## config.mk

```make
export PLATFORM = sky130hd
export DESIGN_NAME = rabs_result_fifo
export DESIGN_NICKNAME = d
export VERILOG_FILES = /design/src/design/rabs_pkg.sv /design/src/design/rabs_result_fifo.sv
export SDC_FILE = /design/constraint.sdc
export NUM_CORES = 1
export LEC_CHECK = 0
export ABC_AREA = 1
export ABC_CLOCK_PERIOD_IN_PS = 2300
export BUFFER_PORTS_ARGS = -buffer_cell sky130_fd_sc_hd__buf_2
export CORE_ASPECT_RATIO = 1.4
export CORE_MARGIN = 5
export CORE_UTILIZATION = 44
export DETAILED_ROUTE_END_ITERATION = 8
export PLACE_DENSITY = 0.65
export RECOVER_POWER = 50
export SYNTH_ARGS = -nofsm -noshare
export SYNTH_HDL_FRONTEND = slang
export SYNTH_SLANG_ARGS = --single-unit
```

## constraint.sdc

```tcl
create_clock -name clock -period 2.3 [get_ports clock]
set_clock_uncertainty 0.05 [all_clocks]
set_input_delay 0.46 -clock clock [delete_from_list [all_inputs] [get_ports clock]]
set_output_delay 0.46 -clock clock [all_outputs]
set_load 0.1 [all_outputs]
```

## src/design/rabs_pkg.sv

```systemverilog
// Shared types, register codes and fixed constants of the background subtraction unit.
package rabs_pkg;

   localparam int LR_WIDTH       = 17;
   localparam int LIMIT_WIDTH    = 8;
   localparam int PPF_WIDTH      = 20;
   localparam int CSR_DATA_WIDTH = 20;

   localparam logic [LR_WIDTH-1:0]    LR_ONE      = 17'd65536;
   localparam logic [LR_WIDTH-1:0]    LR_RESET    = 17'd32768;
   localparam logic [LIMIT_WIDTH-1:0] LIMIT_RESET = 8'd25;
   localparam int                     PPF_RESET   = 307200;

   localparam int LR_SHIFT   = 16;
   localparam int ROUND_HALF = 32768;

   localparam int GRAY_SUM_WIDTH = 22;
   localparam int GRAY_SHIFT     = 14;
   localparam logic [GRAY_SUM_WIDTH-1:0] WEIGHT_RED   = 22'd4899;
   localparam logic [GRAY_SUM_WIDTH-1:0] WEIGHT_GREEN = 22'd9617;
   localparam logic [GRAY_SUM_WIDTH-1:0] WEIGHT_BLUE  = 22'd1868;
   localparam logic [GRAY_SUM_WIDTH-1:0] GRAY_ROUND   = 22'd8192;

   localparam int FIFO_DEPTH       = 4;
   localparam int FIFO_PTR_WIDTH   = 2;
   localparam int FIFO_COUNT_WIDTH = 3;

   typedef enum logic [1:0] {
      CSR_LEARNING_RATE    = 2'd0,
      CSR_DIFFERENCE_LIMIT = 2'd1,
      CSR_PIXELS_PER_FRAME = 2'd2
   } csr_index_type;

   typedef struct packed {
      logic       is_background;
      logic [7:0] gray_level;
      logic [7:0] background_level;
      logic       frame_end;
   } result_type;

   function automatic logic [7:0] to_gray(input logic [7:0] red,
                                          input logic [7:0] green,
                                          input logic [7:0] blue);
      logic [GRAY_SUM_WIDTH-1:0] sum;
      sum = WEIGHT_RED * GRAY_SUM_WIDTH'(red) + WEIGHT_GREEN * GRAY_SUM_WIDTH'(green)
          + WEIGHT_BLUE * GRAY_SUM_WIDTH'(blue) + GRAY_ROUND;
      return sum[GRAY_SUM_WIDTH-1:GRAY_SHIFT];
   endfunction

endpackage

```

## src/design/rabs_result_fifo.sv

```systemverilog
// Small result queue between the update pipeline and the result channel.
module rabs_result_fifo
   import rabs_pkg::*;
(
   input  logic                        clock,
   input  logic                        reset,
   input  logic                        push_valid,
   input  result_type                  push_data,
   output logic [FIFO_COUNT_WIDTH-1:0] count,
   output logic                        rsp_valid,
   input  logic                        rsp_stall,
   output result_type                  rsp_data
);

   result_type                  entries_ff [FIFO_DEPTH];
   logic [FIFO_PTR_WIDTH-1:0]   wr_ptr_ff, wr_ptr_in;
   logic [FIFO_PTR_WIDTH-1:0]   rd_ptr_ff, rd_ptr_in;
   logic [FIFO_COUNT_WIDTH-1:0] count_ff, count_in;
   logic                        pop;

   assign rsp_valid = (count_ff != '0);
   assign pop       = rsp_valid && !rsp_stall;
   assign rsp_data  = entries_ff[rd_ptr_ff];
   assign count     = count_ff;

   always_comb begin
      wr_ptr_in = push_valid ? wr_ptr_ff + FIFO_PTR_WIDTH'(1) : wr_ptr_ff;
      rd_ptr_in = pop ? rd_ptr_ff + FIFO_PTR_WIDTH'(1) : rd_ptr_ff;
      count_in  = count_ff + FIFO_COUNT_WIDTH'(push_valid) - FIFO_COUNT_WIDTH'(pop);
   end

   always_ff @(posedge clock) begin
      if (reset) begin
         wr_ptr_ff <= '0;
         rd_ptr_ff <= '0;
         count_ff  <= '0;
      end else begin
         wr_ptr_ff <= wr_ptr_in;
         rd_ptr_ff <= rd_ptr_in;
         count_ff  <= count_in;
      end
   end

   always_ff @(posedge clock) begin
      if (push_valid) begin
         entries_ff[wr_ptr_ff] <= push_data;
      end
   end

`ifndef ASSERT_OFF
   a_no_overflow: assert property (@(posedge clock) disable iff (reset)
      push_valid |-> ((count_ff < FIFO_COUNT_WIDTH'(FIFO_DEPTH)) || pop))
      else $error("result beat pushed into a full queue");

   a_count_bound: assert property (@(posedge clock) disable iff (reset)
      count_ff <= FIFO_COUNT_WIDTH'(FIFO_DEPTH))
      else $error("result queue count beyond its depth");
`endif

endmodule

```

==> flow_summary.json, run 1 <==
{
  "outcome": "finished clean",
  "holdCritPathClass": "in2reg",
  "clk_pin_slew_worst_paths_ns": 0.08,
  "finalSetupViolations": 0,
  "worstMarginPinSlew_ns": 1.15,
  "nets": 315,
  "finalPower_mw": 5.18,
  "grt_use_met3_pct": 3.91,
  "synth-seq-cells": 81,
  "post_drt_wl_per_cell_um": 15.4,
  "rsz0062_at_grt": "false",
  "antenna_found_initial": 0,
  "die_area_sq_um": 9020,
  "hold_buffers": 0,
  "min_period_ns": 2.14,
  "final_max_slew_viol_count": 0,
  "globalplace.congestion": 0.706,
  "antennaDiodeCount": 0,
  "crit_chain": "buf_12 > inv_8 > nor2_1 > o22ai_2 > clkbuf_4",
  "clock_latency_ns": 0.34,
  "hold_viol": 0,
  "syn_to_final_growth_pct": 25.4,
  "tritoncts": "built",
  "synth.area.mux_share_pct": 0,
  "cp_max_fo": 37,
  "top_usage_layer": "met2",
  "post_synth_fa_ha_maj_area_fraction_pct": 3.00,
  "grt_max_degree": 38,
  "clock-sinks": 81,
  "avgSynthCellArea_sq_um": 13.4,
  "post-place-ws_ns": 0.325,
  "syn_nets": 265,
  "final.setup.tns_ns": 0,
  "syn-cell-area_sq_um": 3170,
  "required_ns": 1.79,
  "multi_input_area_sq_um": 757,
  "critPathLaunchType": "flop",
  "htreeDepth": 3,
  "slowest_stage": "clkbuf_4",
  "synth_simple_gate_area_share_pct": 6.83,
  "cts_root_buf": "clkbuf_8",
  "groute.usage.overall_pct": 14.5,
  "grtUsageMet1_pct": 17.3,
  "design.core.area_sq_um": 6980,
  "rows": 36,
  "drt-pass1-iter-count": 4,
  "chipWidth_um": 81.7,
  "dp_hpwl_mm": 3.79,
  "drtIter0Drc": 166,
  "route.detailed.drc": 0,
  "critical_path_class": "reg2out",
  "gr-usage-met2_pct": 24.0,
  "vias_per_cell": 4.98,
  "final_core_util_pct": 56.9,
  "synth.distinct_cells": 16,
  "post-route-period-util_pct": 92.9,
  "max_freq_ghz": 0.468,
  "peakVddDrop_uv": 801,
  "leakagePower_nw": 1.46,
  "grt_pass1_wl_mm": 9.74,
  "drv_cap": 0,
  "rrSetupSlack_ns": 0.43,
  "ys_seq_area_share_pct": 73.9,
  "port_buffers": 43,
  "seqCellArea_sq_um": 2350,
  "arrival_ns": 1.63,
  "worst_slack_ns": 0.163,
  "cts_buffers": 9,
  "synth.area.top_cells": "edfxtp_1 (68%), dfxtp_1 (5.7%), nor2_1 (5.2%), o21ai_0 (3.6%), o22ai_1 (3.6%)",
  "powerDensity_nw_per_um2": 1300,
  "grt_pass1_vias": 1960,
  "ant_nets": 0,
  "yosysTopAreaCellShare_pct": 68.2,
  "end_kind": "output pin",
  "gr-total-overflow": 0,
  "synth_compound_area_share_pct": 10.5,
  "num_vias": 1917,
  "drive_gt1_share_pct": 22.8,
  "die_h_um": 110,
  "dp.cells": 370,
  "initial_core_util_pct": 45.4,
  "num_io_pins": 44,
  "stdcell_count": 385,
  "synth-xor-area-share_pct": 0,
  "cts_max_path_buffers": 2,
  "drt-total-wl_mm": 5.94,
  "fillers": 589,
  "syn-instance-count": 236,
  "cpPeakStageDelay_ns": 0.34,
  "synth_top_family_by_area": "compound AO/OA/AOI/OAI gates",
  "slew_headroom_pct": 23.1,
  "yosysWarnings": 0,
  "synth_area_leader_cell": "edfxtp_1"
}
[report_power, final]
group	total, mW	switching [mW]	internal, mW	leakage, nW
Combinational	2.48	1.76	0.718	0.626
Sequential	1.75	0.0457	1.70	0.737
Clock	0.954	0.463	0.491	0.0929
[through the flow]
| stage | cell area, sq um | hold slack (ns) |
|---|---|---|
| final | 3970 | 0.236 |
| after global routing | 3970 | 0.232 |
| after CTS | 3990 | 0.221 |
| after detailed placement | 3810 | 0.436 |
| after global placement | 3810 | 0.416 |
| after floorplan | 3280 | 0.398 |
[routing by layer]
metal	routed length, um	part of all wire, %
met1	2380	40
met2	3200	54
met3	264	4.4
met4	99	1.7
met5	0	0
[sequential cells by signal, summed over array words and instances, names as in the netlist, named ones only]
register,count
entries_ff,72
wr_ptr_ff,2
count,3
rd_ptr_ff,2
[cell usage in the layout (no fill, tap or decap), types with 7 or more instances in the layout]
cell type	count
inv_1	17
o21ai_0	23
nand2_1	11
clkbuf_1	21
clkbuf_8	9
nor2_1	44
o22ai_2	18
edfxtp_1	72
buf_2	7
buf_12	17
o21ai_1	15
[cell usage after synthesis]
library cell,count
edfxtp_1,72
o21ai_0,23
clkinv_2,1
a21oi_1,6
o21ai_1,15
dfxtp_1,9
nand3_1,2
nand2_1,11
inv_8,1
ha_1,6
inv_1,17
o22ai_1,18
buf_6,7
nor2_1,44
fa_1,1
buf_4,3
[cell families (layout without fill, tap and decap cells)]
kind of cell | Yosys count | count (layout)
fa+ha+maj | 7 | 7
simple gates | 57 | 57
compound gates | 62 | 62
buf+inv | 29 | 83
flops | 81 | 81
[final cells by class]
type	instances	share of cell area [%]
multi-input combinational	126	19.0
timing repair buffer	49	12.4
inverter	19	2.11
tap	95	2.99
clock inverter	4	1.13
clock buffer	11	3.31
sequential	81	59.0
[worst paths after layout]
kind                                                start                     endpoint  depth (start not counted)
worst min-delay path                                reset          count[0]$_SDFF_PP0_                          2
worst max-delay path                                 flop                  rsp_data[7]                          5
worst min register to register  rd_ptr_ff[0]$_SDFFE_PP0P_    rd_ptr_ff[0]$_SDFFE_PP0P_                          2
worst max register to register  wr_ptr_ff[1]$_SDFFE_PP0P_  entries_ff[3][10]$_DFFE_PP_                          4
[what timing repair did]
item	4_1_cts	5_1_grt
buffers inserted	0	0
setup endpoints to repair	2	10
hold endpoints to repair	0	0
gates cloned	0	0
gates resized for setup	1	3
[critical path: cells and delay by family (launching register included)]
kind | cells | cell delay [ns]
AOI/OAI and AO/OA | 1 | 0.16
and+or+nand+nor | 1 | 0.07
DFF | 1 | 0.33
buffers and inverters | 3 | 0.71
(Power assumes the default switching activity.)
==> inputs of run 2 (changes only) <==
--- a/config.mk
+++ b/config.mk
@@ -10,10 +10,11 @@
 export BUFFER_PORTS_ARGS = -buffer_cell sky130_fd_sc_hd__buf_2
 export CORE_ASPECT_RATIO = 1.4
 export CORE_MARGIN = 5
-export CORE_UTILIZATION = 44
+export CORE_UTILIZATION = 50
 export DETAILED_ROUTE_END_ITERATION = 8
-export PLACE_DENSITY = 0.65
+export PLACE_DENSITY = 0.72
 export RECOVER_POWER = 50
+export SLEW_MARGIN = 20
 export SYNTH_ARGS = -nofsm -noshare
 export SYNTH_HDL_FRONTEND = slang
 export SYNTH_SLANG_ARGS = --single-unit
==> run 2 against run 1 <==
  * Sequential share of layout area is 0.81 points lower
  * Setup slack better by 0.0077 ns
  * Sequential power barely moved
  * Largest cell class unchanged
==> flow_summary.json, run 2 (synthesized netlist as in run 1, its figures left out) <==
{
  "num_vias": 1959,
  "drt-total-wl_mm": 5.95,
  "powerDensity_nw_per_um2": 1360,
  "leakagePower_nw": 1.50,
  "slew_headroom_pct": 64.9,
  "crit_chain": "buf_4 > o21ai_0 > o22ai_2 > buf_12",
  "grt_pass1_vias": 1966,
  "post_drt_wl_per_cell_um": 16.3,
  "cts_buffers": 9,
  "seqCellArea_sq_um": 2350,
  "cp_max_fo": 15,
  "cts_root_buf": "clkbuf_8",
  "end_kind": "output pin",
  "chipWidth_um": 77.3,
  "grt_pass1_wl_mm": 9.53,
  "worstMarginPinSlew_ns": 0.527,
  "max_freq_ghz": 0.470,
  "critPathLaunchType": "flop",
  "layout_commonest_cell": "edfxtp_1",
  "finalSetupViolations": 0,
  "final_max_slew_viol_count": 0,
  "slowest_stage": "dfxtp_2",
  "drive_gt1_share_pct": 24.1,
  "syn_to_final_growth_pct": 27.2,
  "grt_max_degree": 37,
  "route.detailed.drc": 0,
  "dp_hpwl_mm": 3.94,
  "drtIter0Drc": 92,
  "drv_cap": 0,
  "rows": 34,
  "ant_nets": 0,
  "min_period_ns": 2.13,
  "initial_core_util_pct": 51.0,
  "antennaDiodeCount": 0,
  "peakVddDrop_uv": 1120,
  "htreeDepth": 3,
  "num_io_pins": 44,
  "antenna_found_initial": 0,
  "largest_reg_flops": 72,
  "design.core.area_sq_um": 6210,
  "fillers": 453,
  "die_h_um": 104,
  "clk_pin_slew_worst_paths_ns": 0.08,
  "groute.usage.overall_pct": 15.3,
  "globalplace.congestion": 0.700,
  "cpPeakStageDelay_ns": 0.45,
  "clock-sinks": 81,
  "die_area_sq_um": 8050,
  "largest-register": "entries_ff",
  "clock_latency_ns": 0.33,
  "post-route-period-util_pct": 92.6,
  "drt-pass1-iter-count": 4,
  "arrival_ns": 1.62,
  "cts_max_path_buffers": 2,
  "final.setup.tns_ns": 0,
  "finalPower_mw": 5.47,
  "hold_viol": 0,
  "whs_ns": 0.239,
  "holdCritPathClass": "in2reg",
  "tritoncts": "built",
  "nets": 318,
  "rsz0062_at_grt": "false",
  "gr-total-overflow": 0,
  "multi_input_area_sq_um": 757,
  "critical_path_class": "reg2out",
  "required_ns": 1.79,
  "outcome": "finished clean",
  "layout_common_cells": "edfxtp_1 (72), nor2_1 (44), o21ai_0 (23)",
  "hold_buffers": 0,
  "vias_per_cell": 5.35,
  "port_buffers": 43
}
## run 2: cell count changes in the layout (fill, tap and decap cells not counted)
cell	delta
clkbuf_4	-2
clkbuf_1	-2
buf_4	+4
clkinv_1	+1
inv_6	+2
bufinv_16	+2
clkinv_2	-2
buf_2	+1
## run 2: critical path, delay by kind of cell, from the launching register on
| kind | cells | cell delay, ns |
|---|---|---|
| buf+inv | 2 | 0.46 |
| flops | 1 | 0.45 |
| compound gates | 2 | 0.37 |
## run 2: final timing paths
path | startpoint | end | slack [ns] | cells after the start
setup / recovery | flop | rsp_data[0] | 0.17 | 4
hold / removal | reset | count[0]$_SDFF_PP0_ | 0.24 | 2
hold reg to reg | rd_ptr_ff[0]$_SDFFE_PP0P_ | rd_ptr_ff[0]$_SDFFE_PP0P_ | 0.44 | 2
setup reg to reg | count[1]$_SDFF_PP0_ | count[2]$_SDFF_PP0_ | 0.51 | 8
## run 2: through the flow
stage                     std cells  instance area (sq um)  utilization (%)  worst slack, ns
after floorplan                 236                   3280                -          -0.0344
after global placement          350                   3810             61.3            0.385
after detailed placement        350                   3810             61.3            0.370
after CTS                       366                   4050             65.3           0.0323
after global routing            366                   4030             64.9           0.0864
final                           366                   4030             64.9            0.170
## run 2: what timing repair did
| item | CTS | global route |
|---|---|---|
| setup buffers | 0 | 0 |
| resized for setup | 1 | 2 |
| endpoints found under the setup margin | 1 | 10 |
## run 2: layout make-up
type,count,area share (%)
clock buffer,9,3.07
multi-input combinational,126,18.8
sequential,81,58.2
inverter,19,2.08
timing repair buffer,52,12.7
clock inverter,7,2.89
tap,72,2.24
## run 2: report_power, final
part | switching, mW | leakage, nW | total (mW) | internal (mW)
sequential | 0.0596 | 0.737 | 1.76 | 1.70
combinational | 1.75 | 0.643 | 2.49 | 0.734
clock | 0.496 | 0.122 | 1.22 | 0.723
total | 2.31 | 1.50 | 5.47 | 3.16
## run 2: per-layer routing
layer	part of all wire (%)	routed length, um	up-vias	global-route usage, %
met4	1.7	104	0	6.88
met1	41	2450	938	18.4
met3	5.1	301	8	3.90
met5	0	0	-	0
met2	52	3100	59	25.7
li1	-	-	954	-
==> inputs of run 3 (changes only) <==
--- a/config.mk
+++ b/config.mk
@@ -6,7 +6,7 @@
 export NUM_CORES = 1
 export LEC_CHECK = 0
 export ABC_AREA = 1
-export ABC_CLOCK_PERIOD_IN_PS = 2300
+export ABC_CLOCK_PERIOD_IN_PS = 2100
 export BUFFER_PORTS_ARGS = -buffer_cell sky130_fd_sc_hd__buf_2
 export CORE_ASPECT_RATIO = 1.4
 export CORE_MARGIN = 5
==> constraint.sdc (replaced) <==
create_clock -name clock -period 2.1 [get_ports clock]
set_clock_uncertainty 0.05 [all_clocks]
set_input_delay 0.42 -clock clock [delete_from_list [all_inputs] [get_ports clock]]
set_output_delay 0.42 -clock clock [all_outputs]
set_load 0.1 [all_outputs]
==> run 3 against run 2 <==
  * Global-route usage grew 0.60 points
  * Power grew 11%
  * Combinational power increased by 14%
  * Non-clock buffer count up 1
  * Largest power group unchanged
==> flow_summary.json, run 3 (synthesized netlist as in run 1, its figures left out) <==
{
  "nets": 319,
  "fillers": 458,
  "crit_chain": "buf_12 > inv_12 > nor2_1 > o22ai_2 > buf_12",
  "post-route-period-util_pct": 97.4,
  "outcome": "finished clean",
  "holdCritPathClass": "in2reg",
  "clk_pin_slew_worst_paths_ns": 0.07,
  "critPathLaunchType": "flop",
  "largest-register": "entries_ff",
  "largest_reg_flops": 72,
  "cp_max_fo": 36,
  "layout_common_cells": "edfxtp_1 (72), nor2_1 (44), o21ai_0 (21)",
  "seqCellArea_sq_um": 2350,
  "arrival_ns": 1.58,
  "multi_input_area_sq_um": 761,
  "post_cts_buffers": 0,
  "tritoncts": "built",
  "route.detailed.drc": 0,
  "hold_buffers": 0,
  "layout_commonest_cell": "edfxtp_1",
  "hold_viol": 0,
  "num_io_pins": 44,
  "grt_max_degree": 37,
  "num_vias": 2016,
  "slew_headroom_pct": 59.0,
  "die_area_sq_um": 8050,
  "post-place-ws_ns": 0.316,
  "htreeDepth": 3,
  "cts_max_path_buffers": 2,
  "final_core_util_pct": 66.0,
  "antennaDiodeCount": 0,
  "end_kind": "output pin",
  "cp_common_cell": "buf_12",
  "rows": 34,
  "clock_latency_ns": 0.34,
  "min_period_ns": 2.05,
  "grt_pass1_wl_mm": 9.84,
  "chipWidth_um": 77.3,
  "syn_to_final_growth_pct": 29.3,
  "max_freq_ghz": 0.489,
  "drt-pass1-iter-count": 4,
  "leakagePower_nw": 1.52,
  "port_buffers": 43,
  "rsz0062_at_grt": "true",
  "cts_root_buf": "clkbuf_8",
  "gr-total-overflow": 0,
  "cts_buffers": 9,
  "worst_slack_ns": 0.0536,
  "critical_path_class": "reg2out",
  "finalSetupViolations": 0,
  "globalplace.congestion": 0.691,
  "slowest_stage": "dfxtp_2",
  "drv_cap": 0,
  "groute.usage.overall_pct": 15.9,
  "drt-total-wl_mm": 6.15,
  "die_h_um": 104,
  "dp_hpwl_mm": 3.76,
  "ant_nets": 0,
  "post_drt_wl_per_cell_um": 16.8,
  "design.core.area_sq_um": 6210,
  "finalPower_mw": 6.05,
  "peakVddDrop_uv": 1160,
  "final_max_slew_viol_count": 0,
  "grt_pass1_vias": 2050,
  "critPathBufInv": 3,
  "worstMarginPinSlew_ns": 0.616,
  "drtIter0Drc": 131,
  "required_ns": 1.63,
  "cpPeakStageDelay_ns": 0.36,
  "drive_gt1_share_pct": 24.1,
  "critical_path.top_delay_family": "buffers and inverters",
  "antenna_found_initial": 0,
  "powerDensity_nw_per_um2": 1480,
  "vias_per_cell": 5.49,
  "clock-sinks": 81,
  "initial_core_util_pct": 51.0
}
[run 3: metal layers]
metal | vias to the layer above | track usage, % | wire length [um]
met5 | - | 0 | 0
met1 | 999 | 17.8 | 2350
met3 | 10 | 3.38 | 263
li1 | 956 | - | -
met4 | 0 | 10.1 | 142
met2 | 51 | 27.0 | 3390
[run 3: area by class of cell]
cell class | instances | area share [%]
sequential | 81 | 57.3
multi-input combinational | 126 | 18.6
timing repair buffer | 53 | 14.1
clock buffer | 9 | 3.02
clock inverter | 7 | 2.66
tap | 72 | 2.20
inverter | 19 | 2.17
[run 3: through the flow]
step / setup TNS (ns) / hold slack, ns / instances / area, sq um
3_5_place_dp: 0 / 0.431 / 350 / 3850
6_report: 0 / 0.206 / 367 / 4100
5_1_grt: -0.00207 / 0.210 / 367 / 4100
4_1_cts: 0 / 0.181 / 366 / 4090
2_1_floorplan: 0 / 0.398 / 236 / 3280
3_3_place_gp: 0 / 0.419 / 350 / 3850
[run 3: timing repair]
item | in CTS | in global routing
endpoints found under the setup margin | 13 | 6
gates resized for setup | 4 | 4
cloned | 0 | 1
[run 3: where the power goes]
part / internal [mW] / switching, mW
logic: 0.870 / 1.96
registers: 1.87 / 0.0587
clock network: 0.777 / 0.519
[run 3: worst paths after layout]
path	start	endpoint	slack [ns]	cells after the start
min reg2reg	rd_ptr_ff[0]$_SDFFE_PP0P_	rd_ptr_ff[0]$_SDFFE_PP0P_	0.45	2
min	reset	count[0]$_SDFF_PP0_	0.21	2
max reg2reg	count[1]$_SDFF_PP0_	count[2]$_SDFF_PP0_	0.32	8
max	flop	rsp_data[3]	0.05	5
