$ cat src/design/rabs_pkg.sv
// Shared types, register codes and fixed constants of the background subtraction unit.
package rabs_pkg;

   localparam int LR_WIDTH       = 17;
   localparam int LIMIT_WIDTH    = 8;
   localparam int PPF_WIDTH      = 20;
   localparam int CSR_DATA_WIDTH = 20;

   localparam logic [LR_WIDTH-1:0]    LR_ONE      = 17'd65536;
   localparam logic [LR_WIDTH-1:0]    LR_RESET    = 17'd32768;
   localparam logic [LIMIT_WIDTH-1:0] LIMIT_RESET = 8'd25;
   localparam int                     PPF_RESET   = 307200;

   localparam int LR_SHIFT   = 16;
   localparam int ROUND_HALF = 32768;

   localparam int GRAY_SUM_WIDTH = 22;
   localparam int GRAY_SHIFT     = 14;
   localparam logic [GRAY_SUM_WIDTH-1:0] WEIGHT_RED   = 22'd4899;
   localparam logic [GRAY_SUM_WIDTH-1:0] WEIGHT_GREEN = 22'd9617;
   localparam logic [GRAY_SUM_WIDTH-1:0] WEIGHT_BLUE  = 22'd1868;
   localparam logic [GRAY_SUM_WIDTH-1:0] GRAY_ROUND   = 22'd8192;

   localparam int FIFO_DEPTH       = 4;
   localparam int FIFO_PTR_WIDTH   = 2;
   localparam int FIFO_COUNT_WIDTH = 3;

   typedef enum logic [1:0] {
      CSR_LEARNING_RATE    = 2'd0,
      CSR_DIFFERENCE_LIMIT = 2'd1,
      CSR_PIXELS_PER_FRAME = 2'd2
   } csr_index_type;

   typedef struct packed {
      logic       is_background;
      logic [7:0] gray_level;
      logic [7:0] background_level;
      logic       frame_end;
   } result_type;

   function automatic logic [7:0] to_gray(input logic [7:0] red,
                                          input logic [7:0] green,
                                          input logic [7:0] blue);
      logic [GRAY_SUM_WIDTH-1:0] sum;
      sum = WEIGHT_RED * GRAY_SUM_WIDTH'(red) + WEIGHT_GREEN * GRAY_SUM_WIDTH'(green)
          + WEIGHT_BLUE * GRAY_SUM_WIDTH'(blue) + GRAY_ROUND;
      return sum[GRAY_SUM_WIDTH-1:GRAY_SHIFT];
   endfunction

endpackage

$ cat src/design/rabs_update_pipe.sv
// Read-modify-write pipeline: classification, background update and write-back forwarding.
module rabs_update_pipe
   import rabs_pkg::*;
#(
   parameter int ADDR_WIDTH    = 19,
   parameter int FRACTION_BITS = 16
) (
   input  logic                       clock,
   input  logic                       reset,
   input  logic [LR_WIDTH-1:0]        learning_rate,
   input  logic [LIMIT_WIDTH-1:0]     difference_limit,
   input  logic                       issue_valid,
   input  logic [ADDR_WIDTH-1:0]      issue_addr,
   input  logic [7:0]                 issue_gray,
   input  logic                       issue_last,
   input  logic                       issue_primed,
   input  logic [ADDR_WIDTH-1:0]      probe_addr,
   output logic                       conflict,
   input  logic [8+FRACTION_BITS-1:0] mem_rd_data,
   output logic                       mem_wr_en,
   output logic [ADDR_WIDTH-1:0]      mem_wr_addr,
   output logic [8+FRACTION_BITS-1:0] mem_wr_data,
   output logic                       push_valid,
   output result_type                 push_data
);

   localparam int SW  = 8 + FRACTION_BITS;
   localparam int DW  = SW + 1;
   localparam int PW  = DW + LR_WIDTH + 1;
   localparam int TW  = PW + 1;
   localparam int STW = TW - LR_SHIFT;
   localparam int NW  = SW + 5;
   localparam logic [SW-1:0] TOP = {8'hFF, {FRACTION_BITS{1'b0}}};

   logic                  s1_valid_ff, s1_valid_in;
   logic [ADDR_WIDTH-1:0] s1_addr_ff;
   logic [7:0]            s1_gray_ff;
   logic                  s1_last_ff;
   logic                  s1_primed_ff;

   logic                  s2_write_ff, s2_write_in;
   logic [ADDR_WIDTH-1:0] s2_addr_ff;
   logic [SW-1:0]         s2_bg_ff;
   logic signed [DW-1:0]  s2_delta_ff;

   logic                  s3_write_ff, s3_write_in;
   logic [ADDR_WIDTH-1:0] s3_addr_ff;
   logic [SW-1:0]         s3_bg_ff;
   logic signed [PW-1:0]  s3_product_ff;

   logic                  wb_valid_ff, wb_valid_in;
   logic [ADDR_WIDTH-1:0] wb_addr_ff;
   logic [SW-1:0]         wb_data_ff;

   logic [SW-1:0]         s1_bg;
   logic [7:0]            s1_whole;
   logic [FRACTION_BITS-1:0] s1_frac;
   logic                  s1_round_up;
   logic [7:0]            s1_level;
   logic [7:0]            s1_diff;
   logic                  s1_is_bg;
   logic signed [DW-1:0]  s1_delta;

   logic signed [PW-1:0]  s2_product;

   logic signed [TW-1:0]  s3_total;
   logic signed [STW-1:0] s3_step;
   logic signed [NW-1:0]  s3_sum;
   logic [SW-1:0]         s3_new_bg;

   always_comb begin
      if (!s1_primed_ff) begin
         s1_bg = {s1_gray_ff, {FRACTION_BITS{1'b0}}};
      end else if (wb_valid_ff && (wb_addr_ff == s1_addr_ff)) begin
         s1_bg = wb_data_ff;
      end else begin
         s1_bg = mem_rd_data;
      end
      s1_whole    = s1_bg[SW-1:FRACTION_BITS];
      s1_frac     = s1_bg[FRACTION_BITS-1:0];
      s1_round_up = s1_frac[FRACTION_BITS-1] && ((|s1_frac[FRACTION_BITS-2:0]) || s1_whole[0]);
      s1_level    = (s1_round_up && (s1_whole != 8'hFF)) ? s1_whole + 8'd1 : s1_whole;
      s1_diff     = (s1_level > s1_gray_ff) ? s1_level - s1_gray_ff : s1_gray_ff - s1_level;
      s1_is_bg    = (s1_diff <= difference_limit);
      s1_delta    = $signed({1'b0, s1_gray_ff, {FRACTION_BITS{1'b0}}}) - $signed({1'b0, s1_bg});
   end

   assign s2_product = PW'($signed({1'b0, learning_rate})) * PW'(s2_delta_ff);

   always_comb begin
      s3_total = $signed({s3_product_ff[PW-1], s3_product_ff}) + $signed(TW'(ROUND_HALF));
      s3_step  = s3_total[TW-1:LR_SHIFT];
      s3_sum   = $signed({5'b0, s3_bg_ff}) + $signed({s3_step[STW-1], s3_step});
      if (s3_sum[NW-1]) begin
         s3_new_bg = '0;
      end else if (s3_sum > $signed({5'b0, TOP})) begin
         s3_new_bg = TOP;
      end else begin
         s3_new_bg = s3_sum[SW-1:0];
      end
   end

   assign s1_valid_in = issue_valid;
   assign s2_write_in = s1_valid_ff && s1_is_bg;
   assign s3_write_in = s2_write_ff;
   assign wb_valid_in = s3_write_ff;

   always_ff @(posedge clock) begin
      if (reset) begin
         s1_valid_ff <= 1'b0;
         s2_write_ff <= 1'b0;
         s3_write_ff <= 1'b0;
         wb_valid_ff <= 1'b0;
      end else begin
         s1_valid_ff <= s1_valid_in;
         s2_write_ff <= s2_write_in;
         s3_write_ff <= s3_write_in;
         wb_valid_ff <= wb_valid_in;
      end
   end

   always_ff @(posedge clock) begin
      if (issue_valid) begin
         s1_addr_ff   <= issue_addr;
         s1_gray_ff   <= issue_gray;
         s1_last_ff   <= issue_last;
         s1_primed_ff <= issue_primed;
      end
      s2_addr_ff    <= s1_addr_ff;
      s2_bg_ff      <= s1_bg;
      s2_delta_ff   <= s1_delta;
      s3_addr_ff    <= s2_addr_ff;
      s3_bg_ff      <= s2_bg_ff;
      s3_product_ff <= s2_product;
      wb_addr_ff    <= s3_addr_ff;
      wb_data_ff    <= s3_new_bg;
   end

   assign conflict = (s1_valid_ff && (s1_addr_ff == probe_addr))
                  || (s2_write_ff && (s2_addr_ff == probe_addr));

   assign mem_wr_en   = s3_write_ff;
   assign mem_wr_addr = s3_addr_ff;
   assign mem_wr_data = s3_new_bg;

   assign push_valid = s1_valid_ff;
   always_comb begin
      push_data.is_background    = s1_is_bg;
      push_data.gray_level       = s1_gray_ff;
      push_data.background_level = s1_level;
      push_data.frame_end        = s1_last_ff;
   end

`ifndef ASSERT_OFF
   // A pixel of the first frame always matches, since its own gray level stands in for the background.
   a_unprimed_is_bg: assert property (@(posedge clock) disable iff (reset)
      (s1_valid_ff && !s1_primed_ff) |-> s1_is_bg)
      else $error("first-frame pixel classified as foreground");

   // An entry read in s1 must not have an update still pending one stage ahead.
   a_no_stale_read: assert property (@(posedge clock) disable iff (reset)
      (s1_valid_ff && s2_write_ff) |-> (s1_addr_ff != s2_addr_ff))
      else $error("read of an entry whose update is still in flight");
`endif

endmodule

$ cat config.mk
export PLATFORM = sky130hd
export DESIGN_NAME = rabs_update_pipe
export DESIGN_NICKNAME = d
export VERILOG_FILES = /design/src/design/rabs_pkg.sv /design/src/design/rabs_update_pipe.sv
export SDC_FILE = /design/constraint.sdc
export NUM_CORES = 1
export LEC_CHECK = 0
export BUFFER_PORTS_ARGS = -buffer_cell sky130_fd_sc_hd__buf_2
export CORE_MARGIN = 4
export CORE_UTILIZATION = 62
export CTS_BUF_LIST = sky130_fd_sc_hd__clkbuf_16
export DETAILED_ROUTE_END_ITERATION = 10
export PLACE_DENSITY = 0.92
export SLEW_MARGIN = 20
export SYNTH_ARGS = -nofsm -noshare
export SYNTH_HDL_FRONTEND = slang
export SYNTH_SLANG_ARGS = --single-unit
$ cat constraint.sdc
create_clock -name clock -period 15.8 [get_ports clock]
set_clock_uncertainty 0.15 [all_clocks]
set_input_delay 2.37 -clock clock [delete_from_list [all_inputs] [get_ports clock]]
set_output_delay 2.37 -clock clock [all_outputs]
set_load 0.01 [all_outputs]
==> results of run 1 <==
worst reg2reg max path: stages, from the launching register on:
cell and delay, ps:
sky130_fd_sc_hd__edfxtp_1 460, sky130_fd_sc_hd__xnor2_1 300, sky130_fd_sc_hd__nor4b_1 310, sky130_fd_sc_hd__nand3_1 550, sky130_fd_sc_hd__nor2_2 710, sky130_fd_sc_hd__buf_4 310, sky130_fd_sc_hd__nand2_1 80, sky130_fd_sc_hd__a31oi_1 530
sky130_fd_sc_hd__ha_1 310, sky130_fd_sc_hd__nand4_1 190, sky130_fd_sc_hd__and2_1 250, sky130_fd_sc_hd__xnor2_1 240, sky130_fd_sc_hd__ha_1 340, sky130_fd_sc_hd__nor2b_1 150, sky130_fd_sc_hd__o21ai_0 210, sky130_fd_sc_hd__a21oi_1 100
sky130_fd_sc_hd__o21ai_1 700, sky130_fd_sc_hd__mux2_2 430, sky130_fd_sc_hd__nand2b_1 140, sky130_fd_sc_hd__a21oi_1 160, sky130_fd_sc_hd__o21a_1 160, sky130_fd_sc_hd__xor2_1 70, sky130_fd_sc_hd__ha_1 300, sky130_fd_sc_hd__nand3_1 90
sky130_fd_sc_hd__o21ai_0 160, sky130_fd_sc_hd__o21ai_0 110, sky130_fd_sc_hd__and3b_1 180
cells in the final DEF (no fill, tap or decap), types with 67 or more instances in the layout:
cell / synthesis / final
sky130_fd_sc_hd__inv_1: 492 / 497
sky130_fd_sc_hd__xnor2_1: 96 / 96
sky130_fd_sc_hd__nand2_1: 357 / 357
sky130_fd_sc_hd__ha_1: 159 / 159
sky130_fd_sc_hd__buf_2: 6 / 163
sky130_fd_sc_hd__and2_1: 172 / 172
sky130_fd_sc_hd__xor2_1: 67 / 67
sky130_fd_sc_hd__fa_1: 417 / 417
sky130_fd_sc_hd__a21oi_1: 78 / 78
sky130_fd_sc_hd__dfxtp_1: 185 / 185
sequential cells by signal, summed over array words and instances, names as in the netlist, 23 cells and up:
| name | flops |
|---|---|
| s2_bg_ff | 23 |
| s2_delta_ff | 25 |
| s3_bg_ff | 24 |
| s3_product_ff | 28 |
| wb_data_ff | 24 |
cell families (layout without fill, tap and decap cells):
kind of cell / Yosys count / after routing / synth area share [%]
and+or+nand+nor: 787 / 787 / 16.1
buffers and inverters: 579 / 699 / 9.08
adders and majority gates: 576 / 576 / 42.5
AOI/OAI and AO/OA: 246 / 246 / 6.76
DFF: 214 / 214 / 18.8
xor gates and xnor gates: 163 / 163 / 5.87
muxes: 20 / 20 / 0.839
other: 0 / 1 / 0
area by class of cell:
cell class	count	area, µm²
multi-input combinational	1792	17500
fill	2789	12600
sequential	214	4570
inverter	492	1850
timing repair buffer	169	861
tap	518	648
clock buffer	21	526
clock inverter	17	116
antenna	1	2.50
worst max-delay path by stage:
stage,from,to,slack [ps],cells past startpoint
finish,s1_addr_ff[9],push_data[17],5200,26
CTS,mem_rd_data[9],push_data[17],5300,24
global placement,mem_rd_data[9],push_data[17],5390,24
detailed placement,mem_rd_data[9],push_data[17],5310,24
global route,s1_addr_ff[9],push_data[17],4570,26
floorplan,mem_rd_data[9],push_data[17],6060,23
per-stage QoR:
step                      cell area (µm²)  utilization (%)  setup slack, ps  instances  hold slack [ps]
final                               26100             67.4             5200       3224              173
after global routing                26100             67.4             4570       3224              187
after CTS                           26100             67.4             5300       3222              178
after detailed placement            25400             65.7             5310       3184              162
after global placement              25400             65.7             5390       3184              161
after floorplan                     24300                -             6060       2585              160
routing by layer:
layer  track usage [%]  part of all wire, %
met1              33.1                   35
met2              53.3                   52
met3              5.30                  7.2
met4              15.4                  6.0
met5                 0                0.031
==> run summary, run 1 <==
=================================================================================================
Max Root-Sink Buffers ..............................................................            3
Path class of the lowest-slack min-delay path ...................................... flop to flop
Clock slew seen by the registers of the worst setup and hold paths .................        70 ps
Router iterations before antenna repair ............................................            6
Biggest area consumer among synthesized cells ...................................... sky130_fd_sc_hd__fa_1
Unrepaired setup endpoints after global routing ....................................           no
Commonest register cell after synthesis ............................................ sky130_fd_sc_hd__dfxtp_1
Reg2reg setup slack ................................................................      8000 ps
Post-CTS Repair Setup Buffers ......................................................            0
Post-route fraction of the period consumed by the critical path ....................        67.1%
Number of H-tree levels ............................................................            1
Slew margin rel. ...................................................................        41.7%
Worst-skew pair later-pin latency ..................................................       510 ps
Sum of negative setup slack ........................................................         0 ps
Async set-reset flop share out of synthesis ........................................           0%
Remaining Overflow, GRT ............................................................            0
Number of hold-slack violations in the final timing report .........................            0
Hold-fix buffer count after cts ....................................................            0
Die Wd .............................................................................       206 µm
Total of max-cap violations ........................................................            0
Top-Level Pins .....................................................................          164
Synth Instances ....................................................................         2585
Layout Nets ........................................................................         3366
Routed wire per std cell ...........................................................      19.0 µm
Slew @ Worst Pin ...................................................................       869 ps
Number of distinct library cell variants in the gate-level netlist after synthesis .           83
Number of I/O port buffers .........................................................          163
Family with the most delay on the worst path ....................................... simple AND/OR/NAND/NOR gates
Overall via count from detail_route ................................................        18612
Required time at the worst-slack endpoint ..........................................     13280 ps
Type of destination of the critical path ........................................... primary output
Most common library cells after synthesis .......................................... sky130_fd_sc_hd__inv_1, sky130_fd_sc_hd__fa_1, sky130_fd_sc_hd__nand2_1
Max-slew violation count ...........................................................            0
Worst hold path endpoint ........................................................... s3_bg_ff[23]
Number of enable flip-flop cells after synthesis ...................................           29
Number of clock sinks seen by CTS ..................................................          214
Area fraction of the dominant cell type after synthesis ............................        34.3%
Area contributors post-synth ....................................................... sky130_fd_sc_hd__fa_1, sky130_fd_sc_hd__dfxtp_1, sky130_fd_sc_hd__ha_1
Cells on worst reg2reg path ........................................................           26
Detailed-route vias per instance ...................................................         5.77
Worst-path fanout max ..............................................................           13
Antenna violations before repair ...................................................            3
Core area ..........................................................................   0.0387 mm²
Most frequently used cell type in the post-synthesis netlist ....................... sky130_fd_sc_hd__inv_1
Kind of critical path .............................................................. flop to primary output
Worst path slowest cell ............................................................ sky130_fd_sc_hd__nor2_2
TritonCTS buffer count .............................................................           21
Post-detail-place hpwl .............................................................     49900 µm
Via count of the first global-routing pass .........................................        21223
Achievable frequency ...............................................................     94.3 MHz
Cell area after synthesis ..........................................................   0.0243 mm²
Kind of launch point of the worst setup path .......................................         flop
Syn Area/Cell ......................................................................     9.40 µm²
Flip-flop and latch count after synthesis ..........................................          214
Final weighted congestion of routability-driven global placement ...................        0.959
Die ar. ............................................................................   0.0424 mm²
Result of the run .................................................................. complete, no violations
Critical register-to-register path startpoint ...................................... s1_addr_ff[9]
P&R area growth vs syn .............................................................        7.38%
Worst Hold Launch .................................................................. s2_bg_ff[23]
Number of DRC markers after the initial detailed-route iteration ...................         1302
First-pass GRT wire length .........................................................    101000 µm
Total routing resource utilization after global routing ............................        29.5%
Residual DRC count .................................................................            0
Post-detailed-routing wire length ..................................................     61100 µm
Initial core utilization ...........................................................        62.7%
Antenna-violating nets left ........................................................            0
Worst path bufs/invs ...............................................................            2
Crit path arrival time .............................................................      8080 ps
Worst hold stages ..................................................................            0
Number of placement rows ...........................................................           72
Maximum number of pins on one net before global-route repair .......................           31
CTS tree ...........................................................................          yes
Reg-to-Reg End .....................................................................  s2_write_ff
Total setup violations reported at the end of the flow .............................            0
Quantity of gates resized following cts ............................................            0
Final critical-path required period ................................................     10600 ps
Number of warning messages in the yosys log ........................................            0
Die span in y ......................................................................       206 µm
CP peak stage delay ................................................................       700 ps
Share of cells above drive strength 1 ..............................................        8.35%
Portion of the post-synthesis area used by sequential elements .....................        18.8%
Number of nets produced by synthesis ...............................................         3261
Clk root buf ....................................................................... sky130_fd_sc_hd__clkbuf_16
=================================================================================================
Power of run 1 is not shown: default switching activity piles up to over one toggle a cycle in this logic, so the estimate is an artifact.
==> inputs of run 2 (changes only) <==
==> constraint.sdc (replaced) <==
create_clock -name clock -period 10.3 [get_ports clock]
set_clock_uncertainty 0.15 [all_clocks]
set_input_delay 1.545 -clock clock [delete_from_list [all_inputs] [get_ports clock]]
set_output_delay 1.545 -clock clock [all_outputs]
set_load 0.01 [all_outputs]
==> run 2 against run 1 <==
Setup slack got worse by 4300 ps. Cell count barely moved. Cell area rose by 0.53%. Die area did not move. Routed wire length rose by 0.24%. Count of clock-buffer cells in the layout rose by 2. Non-clock buffer count rose by 1. First-iteration DRC count rose by 18%. Core utilization rose by 0.36 points.
==> run summary, run 2 (same netlist as run 1, synthesis figures left out) <==
==================================================================================
Residual DRC count ..................................................            0   unchanged
Unrepaired setup endpoints after global routing .....................           no
Antenna violations before repair ....................................            4   +1
Number of clock sinks seen by CTS ...................................          214   unchanged
Kind of launch point of the worst setup path ........................         flop
Die ar. .............................................................   0.0424 mm²   unchanged
Worst hold path endpoint ............................................ s3_bg_ff[17]
Post-detail-place hpwl ..............................................     49700 µm   -0.37%
Number of DRC markers after the initial detailed-route iteration ....         1534   +18%
Post-route fraction of the period consumed by the critical path .....        91.5%
Cells on worst reg2reg path .........................................           27   +3.8%
Clk root buf ........................................................ sky130_fd_sc_hd__clkbuf_16
Type of destination of the critical path ............................ primary output
Number of placement rows ............................................           72   unchanged
Worst path bufs/invs ................................................            2   unchanged
Achievable frequency ................................................      106 MHz
Worst-skew pair later-pin latency ...................................       510 ps   about the same
Routed wire per std cell ............................................      19.0 µm   +0.15%
Share of cells above drive strength 1 ...............................        8.60%   +0.25 points
Final weighted congestion of routability-driven global placement ....        0.949   -1.0%
Worst-path fanout max ...............................................           21   +8
Slew @ Worst Pin ....................................................       893 ps   +24.5 ps
Kind of critical path ............................................... flop to primary output
Hold-fix buffer count after cts .....................................            0   unchanged
Die Wd ..............................................................       206 µm   unchanged
First-pass GRT wire length ..........................................    101000 µm   about the same
Path class of the lowest-slack min-delay path ....................... flop to flop
Critical register-to-register path startpoint ....................... s1_addr_ff[15]
Most common cell after layout, fill and taps aside .................. sky130_fd_sc_hd__inv_1
Number of I/O port buffers ..........................................          163   unchanged
Router iterations before antenna repair .............................            8   +2
Initial core utilization ............................................        62.7%   unchanged
CTS tree ............................................................          yes
Worst Hold Launch ................................................... s2_bg_ff[17]
Post-detailed-routing wire length ...................................     61200 µm   +0.24%
Largest reg by FF count ............................................. s3_product_ff
Slew margin rel. ....................................................        40.4%   -1.3 points
Sum of negative setup slack .........................................         0 ps   unchanged
Crit. path cell count ...............................................           27   +3.8%
Antenna-violating nets left .........................................            0   unchanged
Result of the run ................................................... complete, no violations
TritonCTS buffer count ..............................................           22   +4.8%
Via count of the first global-routing pass ..........................        20736   -2.3%
Required time at the worst-slack endpoint ...........................      8610 ps   -4670 ps
Layout Nets .........................................................         3368   +0.059%
Leading cell types in the layout, fill and taps excluded ............ sky130_fd_sc_hd__inv_1, sky130_fd_sc_hd__fa_1, sky130_fd_sc_hd__nand2_1, sky130_fd_sc_hd__dfxtp_1, sky130_fd_sc_hd__and2_1
Reg2reg setup slack .................................................      2820 ps   -5180 ps
Total of max-cap violations .........................................            0   unchanged
P&R area growth vs syn ..............................................        7.95%
Maximum number of pins on one net before global-route repair ........           31   unchanged
Total setup violations reported at the end of the flow ..............            0   unchanged
Flip-flop count of the largest register, all copies and words added .           28   unchanged
Max Root-Sink Buffers ...............................................            3   unchanged
Largest registers in the final layout ............................... s3_product_ff (28), s2_delta_ff (25)
Worst hold stages ...................................................            0   unchanged
Post-CTS Repair Setup Buffers .......................................            0   unchanged
Overall via count from detail_route .................................        18626   +0.075%
Total routing resource utilization after global routing .............        29.5%   +0.066 points
Family with the most delay on the worst path ........................ compound AO/OA/AOI/OAI gates
Worst path slowest cell ............................................. sky130_fd_sc_hd__o21ai_1
Top-Level Pins ......................................................          164   unchanged
Quantity of gates resized following cts .............................            0   unchanged
Remaining Overflow, GRT .............................................            0   unchanged
CP peak stage delay .................................................       680 ps   -20 ps
Clock slew seen by the registers of the worst setup and hold paths ..        60 ps   about the same
Die span in y .......................................................       206 µm   unchanged
Detailed-route vias per instance ....................................         5.77   about the same
Crit path arrival time ..............................................      7730 ps   -350 ps
Final critical-path required period .................................      9420 ps
Number of H-tree levels .............................................            1   unchanged
Max-slew violation count ............................................            0   unchanged
Number of hold-slack violations in the final timing report ..........            0   unchanged
Core area ...........................................................   0.0387 mm²   unchanged
Reg-to-Reg End ......................................................  s2_write_ff
==================================================================================
-- run 2: cell types whose count changed in the layout (fill, tap and decap cells not counted) --
cell,previous run,this run
sky130_fd_sc_hd__buf_6,0,1
sky130_fd_sc_hd__bufinv_16,1,4
sky130_fd_sc_hd__clkbuf_16,21,23
sky130_fd_sc_hd__clkinv_1,4,2
sky130_fd_sc_hd__clkinv_2,3,2
sky130_fd_sc_hd__clkinvlp_4,0,2
sky130_fd_sc_hd__inv_1,497,495
sky130_fd_sc_hd__inv_2,0,1
sky130_fd_sc_hd__inv_8,1,0
-- run 2: metal layers --
metal	vias up	track usage (%)	routed length, µm
li1	8221	-	-
met1	9254	34.7	21700
met2	863	52.7	31700
met3	282	4.96	4450
met4	6	14.0	3380
met5	-	0	45
-- run 2: cell type report --
type,instances,area (µm²)
Clock inverter,17,194
Sequential cell,214,4570
Clock buffer,23,576
Tap cell,518,648
Inverter,492,1850
Timing Repair Buffer,170,872
Antenna cell,1,2.50
Fill cell,2795,12500
Multi-Input combinational cell,1792,17500
-- run 2: worst max-delay path by stage --
stage               slack, ps       endpoint            from
floorplan                2210  push_data[17]  mem_rd_data[9]
global route              280  push_data[17]  s1_addr_ff[15]
CTS                      1000  push_data[17]  s1_addr_ff[15]
detailed placement       1530  push_data[17]  mem_rd_data[9]
global placement         1570  push_data[17]  mem_rd_data[9]
finish                    880  push_data[17]  s1_addr_ff[15]
-- run 2: through the flow --
stage | std cells | utilization [%] | hold WS, ps | area [µm²] | setup slack (ps)
2_1_floorplan | 2585 | - | 160 | 24300 | 2210
3_3_place_gp | 3185 | 65.7 | 160 | 25500 | 1570
3_5_place_dp | 3185 | 65.7 | 162 | 25500 | 1530
4_1_cts | 3225 | 67.7 | 176 | 26200 | 1000
5_1_grt | 3227 | 67.7 | 180 | 26200 | 281
6_report | 3227 | 67.7 | 176 | 26200 | 879
Power of run 2 is left out for the same reason.
